==> config.mk <==
export PLATFORM = sky130hd
export DESIGN_NAME = settings_record_validator
export DESIGN_NICKNAME = d
export VERILOG_FILES = /design/src/hdl/srv_pkg.sv /design/src/hdl/settings_record_validator.sv /design/src/hdl/srv_cfg.sv /design/src/hdl/srv_collector.sv /design/src/hdl/srv_judge.sv
export SDC_FILE = /design/constraint.sdc
export NUM_CORES = 1
export LEC_CHECK = 0
export BUFFER_PORTS_ARGS = -buffer_cell sky130_fd_sc_hd__buf_2
export CELL_PAD_IN_SITES_DETAIL_PLACEMENT = 0
export CELL_PAD_IN_SITES_GLOBAL_PLACEMENT = 1
export CORE_UTILIZATION = 45
export CTS_BUF_LIST = sky130_fd_sc_hd__clkbuf_4
export DETAILED_ROUTE_END_ITERATION = 10
export PLACE_DENSITY_LB_ADDON = 0.15
export SLEW_MARGIN = 30
export SYNTH_ARGS = -nofsm -noshare
export SYNTH_HDL_FRONTEND = slang
export SYNTH_SLANG_ARGS = --single-unit
==> constraint.sdc <==
create_clock -name clk -period 13.95 [get_ports clk]
set_input_delay 4.185 -clock clk [delete_from_list [all_inputs] [get_ports clk]]
set_output_delay 4.185 -clock clk [all_outputs]
set_load 0.05 [all_outputs]
==> src/hdl/srv_pkg.sv <==
// ----------------------------------------------------------------------------
// srv_pkg
// Shared types, constants and the byte-wide CRC-32 step for the settings
// record validator.
// ----------------------------------------------------------------------------
`default_nettype none

package srv_pkg;

	localparam int unsigned RecBytes   = 32;
	localparam int unsigned CrcSpan    = 28;
	localparam int unsigned StepLimit  = 8;
	localparam int unsigned PosW       = $clog2(RecBytes);
	localparam int unsigned CfgIdxW    = 3;
	localparam int unsigned CfgDataW   = 64;

	localparam logic [31:0] CRC_POLY = 32'hEDB88320;
	localparam logic [31:0] CRC_ONES = 32'hFFFFFFFF;

	localparam logic [PosW-1:0] POS_VERSION  = PosW'(4);
	localparam logic [PosW-1:0] POS_SIZE     = PosW'(6);
	localparam logic [PosW-1:0] POS_SEQUENCE = PosW'(8);
	localparam logic [PosW-1:0] POS_FREQ     = PosW'(12);
	localparam logic [PosW-1:0] POS_STEP     = PosW'(20);
	localparam logic [PosW-1:0] POS_AUTO     = PosW'(21);
	localparam logic [PosW-1:0] POS_RESERVED = PosW'(22);
	localparam logic [PosW-1:0] POS_TAIL     = PosW'(24);
	localparam logic [PosW-1:0] POS_CRC      = PosW'(28);
	localparam logic [PosW-1:0] POS_LAST     = PosW'(RecBytes - 1);

	typedef enum logic [2:0] {
		ST_OK        = 3'd0,
		ST_SIGNATURE = 3'd1,
		ST_VERSION   = 3'd2,
		ST_SIZE      = 3'd3,
		ST_TAIL      = 3'd4,
		ST_CRC       = 3'd5,
		ST_RANGE     = 3'd6,
		ST_STEP      = 3'd7
	} status_t;

	typedef enum logic [CfgIdxW-1:0] {
		CFG_SIGNATURE = 3'd0,
		CFG_VERSION   = 3'd1,
		CFG_TAIL      = 3'd2,
		CFG_MIN_FREQ  = 3'd3,
		CFG_MAX_FREQ  = 3'd4
	} cfg_idx_t;

	typedef struct packed {
		logic [31:0] signature;
		logic [15:0] version;
		logic [31:0] tail;
		logic [63:0] min_freq;
		logic [63:0] max_freq;
	} cfg_t;

	typedef struct packed {
		logic [31:0] signature;
		logic [15:0] version;
		logic [15:0] size;
		logic [31:0] sequence_no;
		logic [63:0] frequency;
		logic [7:0]  step;
		logic [7:0]  auto_step;
		logic [31:0] tail;
		logic [31:0] crc_calc;
		logic [31:0] crc_stored;
	} rec_t;

	function automatic logic [31:0] crc_byte(logic [31:0] acc, logic [7:0] b);
		logic [31:0] c;
		c = acc ^ {24'd0, b};
		for (int k = 0; k < 8; k++) begin
			c = c[0] ? ((c >> 1) ^ CRC_POLY) : (c >> 1);
		end
		return c;
	endfunction

endpackage

`default_nettype wire

==> src/hdl/settings_record_validator.sv <==
// ----------------------------------------------------------------------------
// settings_record_validator
// Checks a 32-byte little-endian settings record streamed a byte per word:
// CRC-32 over bytes 0..27, field capture, ordered checks, one result word.
// ----------------------------------------------------------------------------
//  channel  dir  handshake              payload
//  in       in   in_valid / in_stall    record_byte
//  out      out  out_valid / out_stall  status, record_sequence,
//                                       record_frequency, record_step,
//                                       record_auto_step
//  cfg      in   cfg_we                 cfg_index, cfg_data
//
//  One byte per cycle sustained while in_stall is low; the last byte passes
//  the input stage, its checks then load the result register once it is free.
//  in_stall rises only while the last byte of a record waits for a stalled
//  result register. Reset clears position counter and valid flags, presets CRC.
// ----------------------------------------------------------------------------
`default_nettype none

module settings_record_validator (
	input  wire logic                          clk,
	input  wire logic                          arst_n,
	input  wire logic                          cfg_we,
	input  wire logic [srv_pkg::CfgIdxW-1:0]   cfg_index,
	input  wire logic [srv_pkg::CfgDataW-1:0]  cfg_data,
	input  wire logic                          in_valid,
	output logic                               in_stall,
	input  wire logic [7:0]                    record_byte,
	output logic                               out_valid,
	input  wire logic                          out_stall,
	output logic [2:0]                         status,
	output logic [31:0]                        record_sequence,
	output logic [63:0]                        record_frequency,
	output logic [7:0]                         record_step,
	output logic [7:0]                         record_auto_step
);

	srv_pkg::cfg_t cfg;
	srv_pkg::rec_t rec;
	logic          take_ok;
	logic          rec_fire;

	srv_cfg u_cfg (
		.clk       (clk),
		.arst_n    (arst_n),
		.cfg_we    (cfg_we),
		.cfg_index (cfg_index),
		.cfg_data  (cfg_data),
		.cfg       (cfg)
	);

	srv_collector u_collector (
		.clk         (clk),
		.arst_n      (arst_n),
		.in_valid    (in_valid),
		.in_stall    (in_stall),
		.record_byte (record_byte),
		.take_ok     (take_ok),
		.rec_fire    (rec_fire),
		.rec         (rec)
	);

	srv_judge u_judge (
		.clk              (clk),
		.arst_n           (arst_n),
		.rec_fire         (rec_fire),
		.rec              (rec),
		.cfg              (cfg),
		.take_ok          (take_ok),
		.out_valid        (out_valid),
		.out_stall        (out_stall),
		.status           (status),
		.record_sequence  (record_sequence),
		.record_frequency (record_frequency),
		.record_step      (record_step),
		.record_auto_step (record_auto_step)
	);

endmodule

`default_nettype wire

==> src/hdl/srv_cfg.sv <==
// ----------------------------------------------------------------------------
// srv_cfg
// Configuration registers: expected signature, version, tail magic and the
// frequency window.
// ----------------------------------------------------------------------------
`default_nettype none

module srv_cfg (
	input  wire logic                          clk,
	input  wire logic                          arst_n,
	input  wire logic                          cfg_we,
	input  wire logic [srv_pkg::CfgIdxW-1:0]   cfg_index,
	input  wire logic [srv_pkg::CfgDataW-1:0]  cfg_data,
	output srv_pkg::cfg_t                      cfg
);

	srv_pkg::cfg_t cfg_q;

	always_ff @(posedge clk or negedge arst_n) begin
		if (!arst_n) begin
			cfg_q.signature <= '0;
			cfg_q.version   <= '0;
			cfg_q.tail      <= '0;
			cfg_q.min_freq  <= '0;
			cfg_q.max_freq  <= '1;
		end else if (cfg_we) begin
			case (cfg_index)
				srv_pkg::CFG_SIGNATURE: cfg_q.signature <= cfg_data[31:0];
				srv_pkg::CFG_VERSION:   cfg_q.version   <= cfg_data[15:0];
				srv_pkg::CFG_TAIL:      cfg_q.tail      <= cfg_data[31:0];
				srv_pkg::CFG_MIN_FREQ:  cfg_q.min_freq  <= cfg_data;
				srv_pkg::CFG_MAX_FREQ:  cfg_q.max_freq  <= cfg_data;
				default: ;
			endcase
		end
	end

	assign cfg = cfg_q;

endmodule

`default_nettype wire

==> src/hdl/srv_collector.sv <==
// ----------------------------------------------------------------------------
// srv_collector
// Input register, byte position counter, field capture and running CRC.
// Presents the completed record while the last byte sits in the input stage.
// ----------------------------------------------------------------------------
`default_nettype none

module srv_collector (
	input  wire logic        clk,
	input  wire logic        arst_n,
	input  wire logic        in_valid,
	output logic             in_stall,
	input  wire logic [7:0]  record_byte,
	input  wire logic        take_ok,
	output logic             rec_fire,
	output srv_pkg::rec_t    rec
);

	logic                        valid_s1;
	logic [7:0]                  byte_s1;
	logic [srv_pkg::PosW-1:0]    pos_q;
	logic [31:0]                 crc_q;
	srv_pkg::rec_t               fld_q;
	srv_pkg::rec_t               fld_d;
	logic                        last;
	logic                        advance;
	logic [2:0]                  freq_lane;

	assign last     = (pos_q == srv_pkg::POS_LAST);
	assign advance  = !valid_s1 || !last || take_ok;
	assign in_stall = !advance;
	assign rec_fire = valid_s1 && last && take_ok;
	assign freq_lane = 3'(pos_q - srv_pkg::POS_FREQ);

	always_comb begin
		fld_d = fld_q;
		if (pos_q < srv_pkg::POS_VERSION) begin
			fld_d.signature[{pos_q[1:0], 3'b000} +: 8] = byte_s1;
		end else if (pos_q < srv_pkg::POS_SIZE) begin
			fld_d.version[{pos_q[0], 3'b000} +: 8] = byte_s1;
		end else if (pos_q < srv_pkg::POS_SEQUENCE) begin
			fld_d.size[{pos_q[0], 3'b000} +: 8] = byte_s1;
		end else if (pos_q < srv_pkg::POS_FREQ) begin
			fld_d.sequence_no[{pos_q[1:0], 3'b000} +: 8] = byte_s1;
		end else if (pos_q < srv_pkg::POS_STEP) begin
			fld_d.frequency[{freq_lane, 3'b000} +: 8] = byte_s1;
		end else if (pos_q == srv_pkg::POS_STEP) begin
			fld_d.step = byte_s1;
		end else if (pos_q == srv_pkg::POS_AUTO) begin
			fld_d.auto_step = byte_s1;
		end else if (pos_q < srv_pkg::POS_TAIL) begin
			fld_d.step = fld_q.step;
		end else if (pos_q < srv_pkg::POS_CRC) begin
			fld_d.tail[{pos_q[1:0], 3'b000} +: 8] = byte_s1;
		end else begin
			fld_d.crc_stored[{pos_q[1:0], 3'b000} +: 8] = byte_s1;
		end
		fld_d.crc_calc = crc_q ^ srv_pkg::CRC_ONES;
	end

	assign rec = fld_d;

	always_ff @(posedge clk or negedge arst_n) begin
		if (!arst_n) begin
			valid_s1 <= 1'b0;
		end else if (advance) begin
			valid_s1 <= in_valid;
		end
	end

	always_ff @(posedge clk) begin
		if (advance && in_valid) begin
			byte_s1 <= record_byte;
		end
	end

	always_ff @(posedge clk or negedge arst_n) begin
		if (!arst_n) begin
			pos_q <= '0;
			crc_q <= srv_pkg::CRC_ONES;
		end else if (valid_s1 && advance) begin
			pos_q <= pos_q + 1'b1;
			if (last) begin
				crc_q <= srv_pkg::CRC_ONES;
			end else if (pos_q < srv_pkg::POS_CRC) begin
				crc_q <= srv_pkg::crc_byte(crc_q, byte_s1);
			end
		end
	end

	always_ff @(posedge clk) begin
		if (valid_s1 && advance) begin
			fld_q <= fld_d;
		end
	end

endmodule

`default_nettype wire

==> src/hdl/srv_judge.sv <==
// ----------------------------------------------------------------------------
// srv_judge
// Ordered record checks and the result register.
// ----------------------------------------------------------------------------
`default_nettype none

module srv_judge (
	input  wire logic           clk,
	input  wire logic           arst_n,
	input  wire logic           rec_fire,
	input  wire srv_pkg::rec_t  rec,
	input  wire srv_pkg::cfg_t  cfg,
	output logic                take_ok,
	output logic                out_valid,
	input  wire logic           out_stall,
	output logic [2:0]          status,
	output logic [31:0]         record_sequence,
	output logic [63:0]         record_frequency,
	output logic [7:0]          record_step,
	output logic [7:0]          record_auto_step
);

	srv_pkg::status_t  st_d;
	logic              out_valid_q;
	srv_pkg::status_t  status_q;
	logic [31:0]       seq_q;
	logic [63:0]       freq_q;
	logic [7:0]        step_q;
	logic [7:0]        auto_q;

	always_comb begin
		if (rec.signature != cfg.signature) begin
			st_d = srv_pkg::ST_SIGNATURE;
		end else if (rec.version != cfg.version) begin
			st_d = srv_pkg::ST_VERSION;
		end else if (rec.size != 16'(srv_pkg::RecBytes)) begin
			st_d = srv_pkg::ST_SIZE;
		end else if (rec.tail != cfg.tail) begin
			st_d = srv_pkg::ST_TAIL;
		end else if (rec.crc_calc != rec.crc_stored) begin
			st_d = srv_pkg::ST_CRC;
		end else if (rec.frequency < cfg.min_freq || rec.frequency > cfg.max_freq) begin
			st_d = srv_pkg::ST_RANGE;
		end else if (rec.step >= 8'(srv_pkg::StepLimit)) begin
			st_d = srv_pkg::ST_STEP;
		end else begin
			st_d = srv_pkg::ST_OK;
		end
	end

	assign take_ok = !out_valid_q || !out_stall;

	always_ff @(posedge clk or negedge arst_n) begin
		if (!arst_n) begin
			out_valid_q <= 1'b0;
		end else if (rec_fire) begin
			out_valid_q <= 1'b1;
		end else if (!out_stall) begin
			out_valid_q <= 1'b0;
		end
	end

	always_ff @(posedge clk) begin
		if (rec_fire) begin
			status_q <= st_d;
			seq_q    <= rec.sequence_no;
			freq_q   <= rec.frequency;
			step_q   <= rec.step;
			auto_q   <= rec.auto_step;
		end
	end

	assign out_valid        = out_valid_q;
	assign status           = status_q;
	assign record_sequence  = seq_q;
	assign record_frequency = freq_q;
	assign record_step      = step_q;
	assign record_auto_step = auto_q;

endmodule

`default_nettype wire

### Word level (Yosys, flattened, before mapping)

Cells that the tools add are included.

* register bits: 610
* output and inout bits: 117

* add/subtract/negate cells: 5
* magnitude comparators: 10
* equality and inequality tests: 13
* shift operators: 6
* muxes and demuxes: 50
* bitwise logic cells: 10
* reduce and logical (&&, ||, !) cells: 22

Operators with widths (number)
* $mux 32: 24
* $mux 176: 1
* $mux 160: 1
* $mux 144: 1
* $bwmux 32: 4
* $mux 112: 1
* $not 13->14: 8
* $ne 32x32->1: 3
* $bwmux 64: 1
* $gt 64x64->1: 1
* $lt 64x64->1: 1
* $mux 64: 1
* $shift 8x8->64 const A: 1
* $shiftx 8x8->64: 1
* $mux 48: 1
* $mux 40: 1
* $bwmux 16: 2
* $mux 16: 2
* $not 32->32: 1
* $shift 8x7->32 const A: 1
* $shiftx 8x7->32: 1
* $xor 32x8->32: 1
* $mux 8: 2
* $ne 16x16->1: 1
* 27 further kinds: 54

### Longest topological paths before layout

* depth after elaboration: 19
* gate-level depth with buffers: 20
* mapped depth without buffers: 17

### Modules after synthesis

A second synthesis with hierarchy kept.

* cell total of the unflattened synthesis: 2187
* area total of the unflattened synthesis: 29036.6 µm²

Modules (own cells, without submodules)
* srv_collector: times used 1, cells an instance 1006, area an instance 12906.1 µm², seq. area each 8438.1 µm²
* srv_cfg: times used 1, cells an instance 444, area an instance 8114.0 µm², seq. area each 5285.1 µm²
* srv_judge: times used 1, cells an instance 737, area an instance 8016.4 µm², seq. area each 3478.3 µm²

### Worst setup path after synthesis

OpenSTA, ideal clock, no wires.

* path kind: input -> register
* from: in out_stall
* to: reg u_judge.auto_q[0] (netlist: u_judge.record_auto_step[0]) (enable)
* library setup time: 628 ps
* arrival time: 9748 ps
* path slack: 3575 ps
* cell stages on the path: 1
* buffers on the path: 0
* path through: a21oi_1

* word-level cells in the longest chain between the ends: 3

RTL lines
* from (decl): line settings_record_validator.sv:30 `input wire logic out_stall,`
* $logic_not 1->1: line srv_judge.sv:51 `assign take_ok = !out_valid_q || !out_stall;`
* $logic_or 1x1->1: line srv_judge.sv:51
* $logic_and 1x1->1: line srv_collector.sv:32 `assign rec_fire = valid_s1 && last && take_ok;`
* to (signal assigned): line srv_judge.sv:69 `auto_q <= rec.auto_step;`
* to (decl): line srv_judge.sv:29 `logic [7:0] auto_q;`

Every way passes these cells.
A chain may end at the register's enable or synchronous reset.

### Worst setup path in the final report

* from: in out_stall
* to: out in_stall

* word-level cells in the longest chain between the ends: 4

RTL lines
* $logic_not 1->1: line srv_judge.sv:51
* $logic_or 1x1->1: line srv_judge.sv:51
* $logic_or 1x1->1: line srv_collector.sv:30 `assign advance = !valid_s1 || !last || take_ok;`
* $logic_not 1->1: line srv_collector.sv:31 `assign in_stall = !advance;`
* to (decl): line settings_record_validator.sv:27 `output logic in_stall,`

Every way passes these cells.

==> results.md <==
- Fraction of layout cells with a size suffix above 1: 0.318
- TritonCTS Buffers: 166
- DP Cell Count: 3285
- Top post-synthesis cells by area: edfxtp_1 (37%), dfrtp_1 (13%), dfstp_2 (8.7%)
- Setup_tns: 0 ns
- Setup repair bufs after CTS: 0
- Max-Cap Viols: 0
- NumNets Final: 2823
- Warnings from Yosys: 0
- Largest net degree at the start of global routing: 152
- Leak pwr: 14.1 nW
- Period Utilization, post-route: 0.647
- Hold_sp: u_collector.crc_q[19]
- Via/cell ratio: 5.31
- Clk sink count: 610
- Combinational Power Share: 0.329
- Fin Hold WS: 0.495 ns
- CORE AREA: 63500 um2
- Most crowded layer after global routing: met2
- Setup slack at placement: 4.92 ns
- Peak supply drop: 0.000110 V
- Grt total ovfl: 0
- Die Y: 257 um
- Ys flop type: edfxtp_1
- Met1 Usage GRT: 0.332
- Syn_nets: 2519
- DRC violations left: 0
- Avg Cell Area, Syn: 12.7 um2
- Switch share: 0.346
- Clock power frac: 0.270
- Worst setup margin: 4.92 ns
- WHS Endpoint: u_collector.crc_q[19]
- PwrDens: 188 nW/um2
- Global-route wire length before repair: 117000 um
- Worst Reg-to-Reg Cells: 16
- Initial Util: 0.459
- CTS max path bufs: 3
- Seq cells post-synth: 610
- Crit end category: primary output
- CP Buf/Inv Count: 3
- Clock slew at reported path FFs: 0.05 ns
- Root Driver: clkbuf_4
- CP arrival: 4.85 ns
- Slowest CP cell: buf_2
- TritonCTS clock tree: yes
- Most frequent cells in the layout: edfxtp_1 (363), clkbuf_4 (263), nand2_1 (222)
- Net Sw Power: 2.17 mW
- Sequential area share after synthesis: 0.590
- Io pins: 197
- Area grow syn2layout: 14.6%
- Fraction of registers with async set/reset: 0.405
- Reg2reg setup slack: 7.64 ns
- Number of flops mapped to enable cells by yosys: 363
- Status: completed
- Min-Delay Path Class: flop to flop
- Number of buffers inserted by hold repair at cts: 0
- Htree depth: 4
- Post-CTS Resized: 0
- Top cell type's share of synthesized area: 0.374
- GP Congestion: 0.825
- Synth unique cells: 81
- Sequential power share: 0.401
- Die Width: 257 um
- Hold Fails Final Rpt: 0
- RSZ-0062 raised after global routing: false
- Startpoint types: primary input
- Cell area after synthesis: 29200 um2
- Max Transition Viols Final: 0
- Met2 Track Usage GR: 0.366
- Non-filler cells, final: 3601
- Worst endpoint required time: 9.76 ns
- Commonest non-fill, non-tap cell in the layout: edfxtp_1
- RR Endpoint: u_judge.status[2]
- Initial antenna violation count: 5
- Fin crit period: 9.03 ns
- Critical path cell sequence: buf_2 -> nand4_1 -> inv_1 -> buf_2
- Post-Route WL: 76100 um
- Internal power: 4.10 mW
- Max frequency: 0.111 GHz
- Worst hold stages: 2
- GRT met3 Usage: 0.0442
- PortBufs: 196
- Initial DRC Count: 1119
- Routed wire per std cell: 21.1 um
- Final setup viols: 0
- First-pass DRT Iterations: 5
- Vias in the first global route: 19400
- Clk_lat worst skew: 0.99 ns
- Max_slew headroom: 0.368
- Post-Route Skew: 0.0589 ns
- Synth Instances: 2304
- Reg2Reg Launch Point: u_collector.pos_q[1]
- Crit path kind: primary input to primary output
- Post-synth top area cell: edfxtp_1
- DP HPWL: 51000 um
- Worst path max stage delay: 0.26 ns
- Overall Global Routing Usage: 0.235
- CP most frequent cell: buf_2
- Worst Path Max Fanout: 4
- Slew at the pin with the worst max-slew slack: 0.949 ns
- CP top delay family: buffers and inverters
- Die ar.: 65800 um2
- Via Count: 19100
- Rows: 92
- Antenna-violating nets left: 0
[power groups by stage]
stage               clock [mW]  combinational (mW)  sequential, mW
floorplan                    0                1.53            2.53
global placement             0                2.01            2.54
detailed placement           0                2.06            2.55
CTS                       1.74                2.07            2.52
global route              1.83                2.28            2.55
finish                    1.69                2.06            2.52
[state kept, by name, summed over array words and instances, names as in the netlist]
name                      count
u_collector.valid_s1          1
u_cfg.cfg                   208
u_collector.fld_q           240
u_collector.pos_q             5
u_collector.crc_q            32
u_judge.record_step           8
u_judge.record_auto_step      8
u_judge.record_sequence      32
u_judge.record_frequency     64
u_judge.status                3
u_collector.byte_s1           8
u_judge.out_valid             1
[metal layers]
| layer | vias up | part of all wire |
|---|---|---|
| li1 | 9019 | - |
| met1 | 9468 | 0.47 |
| met2 | 495 | 0.47 |
| met3 | 123 | 0.045 |
| met4 | 2 | 0.018 |
| met5 | - | 0.00017 |
[worst register-to-register path: stages (launching register included)]
cell and delay [ns]:
dfrtp_1 0.49, inv_1 0.18, ha_1 0.17, buf_4 0.42, ha_1 0.38, nor4b_2 0.43
nand3_1 0.46, o21ai_0 0.78, ha_1 0.38, and3_1 0.20, o21ai_0 0.08, a31oi_1 0.14
o41ai_1 0.34, nor4bb_1 0.67, o21bai_1 0.38, nand2b_1 0.27, o311a_1 0.30
[cell usage after synthesis, types with 6 or more instances]
| cell | n |
|---|---|
| nor3_1 | 7 |
| nor4bb_1 | 13 |
| nor2_1 | 88 |
| buf_2 | 20 |
| nand4_1 | 41 |
| a22o_1 | 24 |
| a211oi_1 | 8 |
| dfrtp_1 | 151 |
| nand2_1 | 222 |
| a21o_1 | 25 |
| mux2_2 | 220 |
| inv_1 | 173 |
| o21ai_0 | 170 |
| and4b_1 | 9 |
| and3_1 | 6 |
| a21oi_1 | 88 |
| dfstp_2 | 96 |
| nor2b_1 | 6 |
| nand3_1 | 18 |
| nand2b_1 | 6 |
| a31oi_1 | 8 |
| mux2i_1 | 27 |
| ha_1 | 135 |
| xor2_1 | 96 |
| nor4_1 | 26 |
| o21ai_1 | 6 |
| and4bb_2 | 8 |
| xnor2_1 | 85 |
| clkbuf_1 | 54 |
| edfxtp_1 | 363 |
[cell type report]
type	count	area, um2
Antenna cell	2	5.00
Clock buffer	263	1970
Clock inverter	50	293
Fill cell	5647	30100
Inverter	173	657
Multi-Input combinational cell	1432	11000
Sequential cell	610	17200
Tap cell	846	1060
Timing Repair Buffer	225	1250
[worst max path at each step]
stage | startpoint | to | slack [ns] | depth (start not counted)
after floorplan | out_stall | u_judge.record_auto_step[0] | 3.57 | 1
after global placement | out_stall | in_stall | 4.92 | 4
after detailed placement | out_stall | in_stall | 4.92 | 4
after CTS | out_stall | in_stall | 4.92 | 4
after global routing | out_stall | in_stall | 4.85 | 4
final | out_stall | in_stall | 4.92 | 4
[kinds of logic (layout without fill, tap and decap cells)]
family,Yosys count,count (layout),synth area share
compound gates,370,370,0.0746
xor+xnor,185,185,0.0570
fa+ha+maj,135,135,0.0579
buf+inv,262,711,0.0363
flops,610,610,0.590
mux,247,247,0.0942
other cells,0,2,0
simple gates,495,495,0.0899
[through the flow]
step,power (mW),utilization,cell area [um2]
after detailed placement,4.61,0.490,31100
final,6.27,0.526,33400
after global placement,4.55,0.489,31100
after global routing,6.66,0.526,33400
after floorplan,4.07,-,29200
after CTS,6.33,0.525,33400
Note: power is estimated with default switching activity, not from simulation.
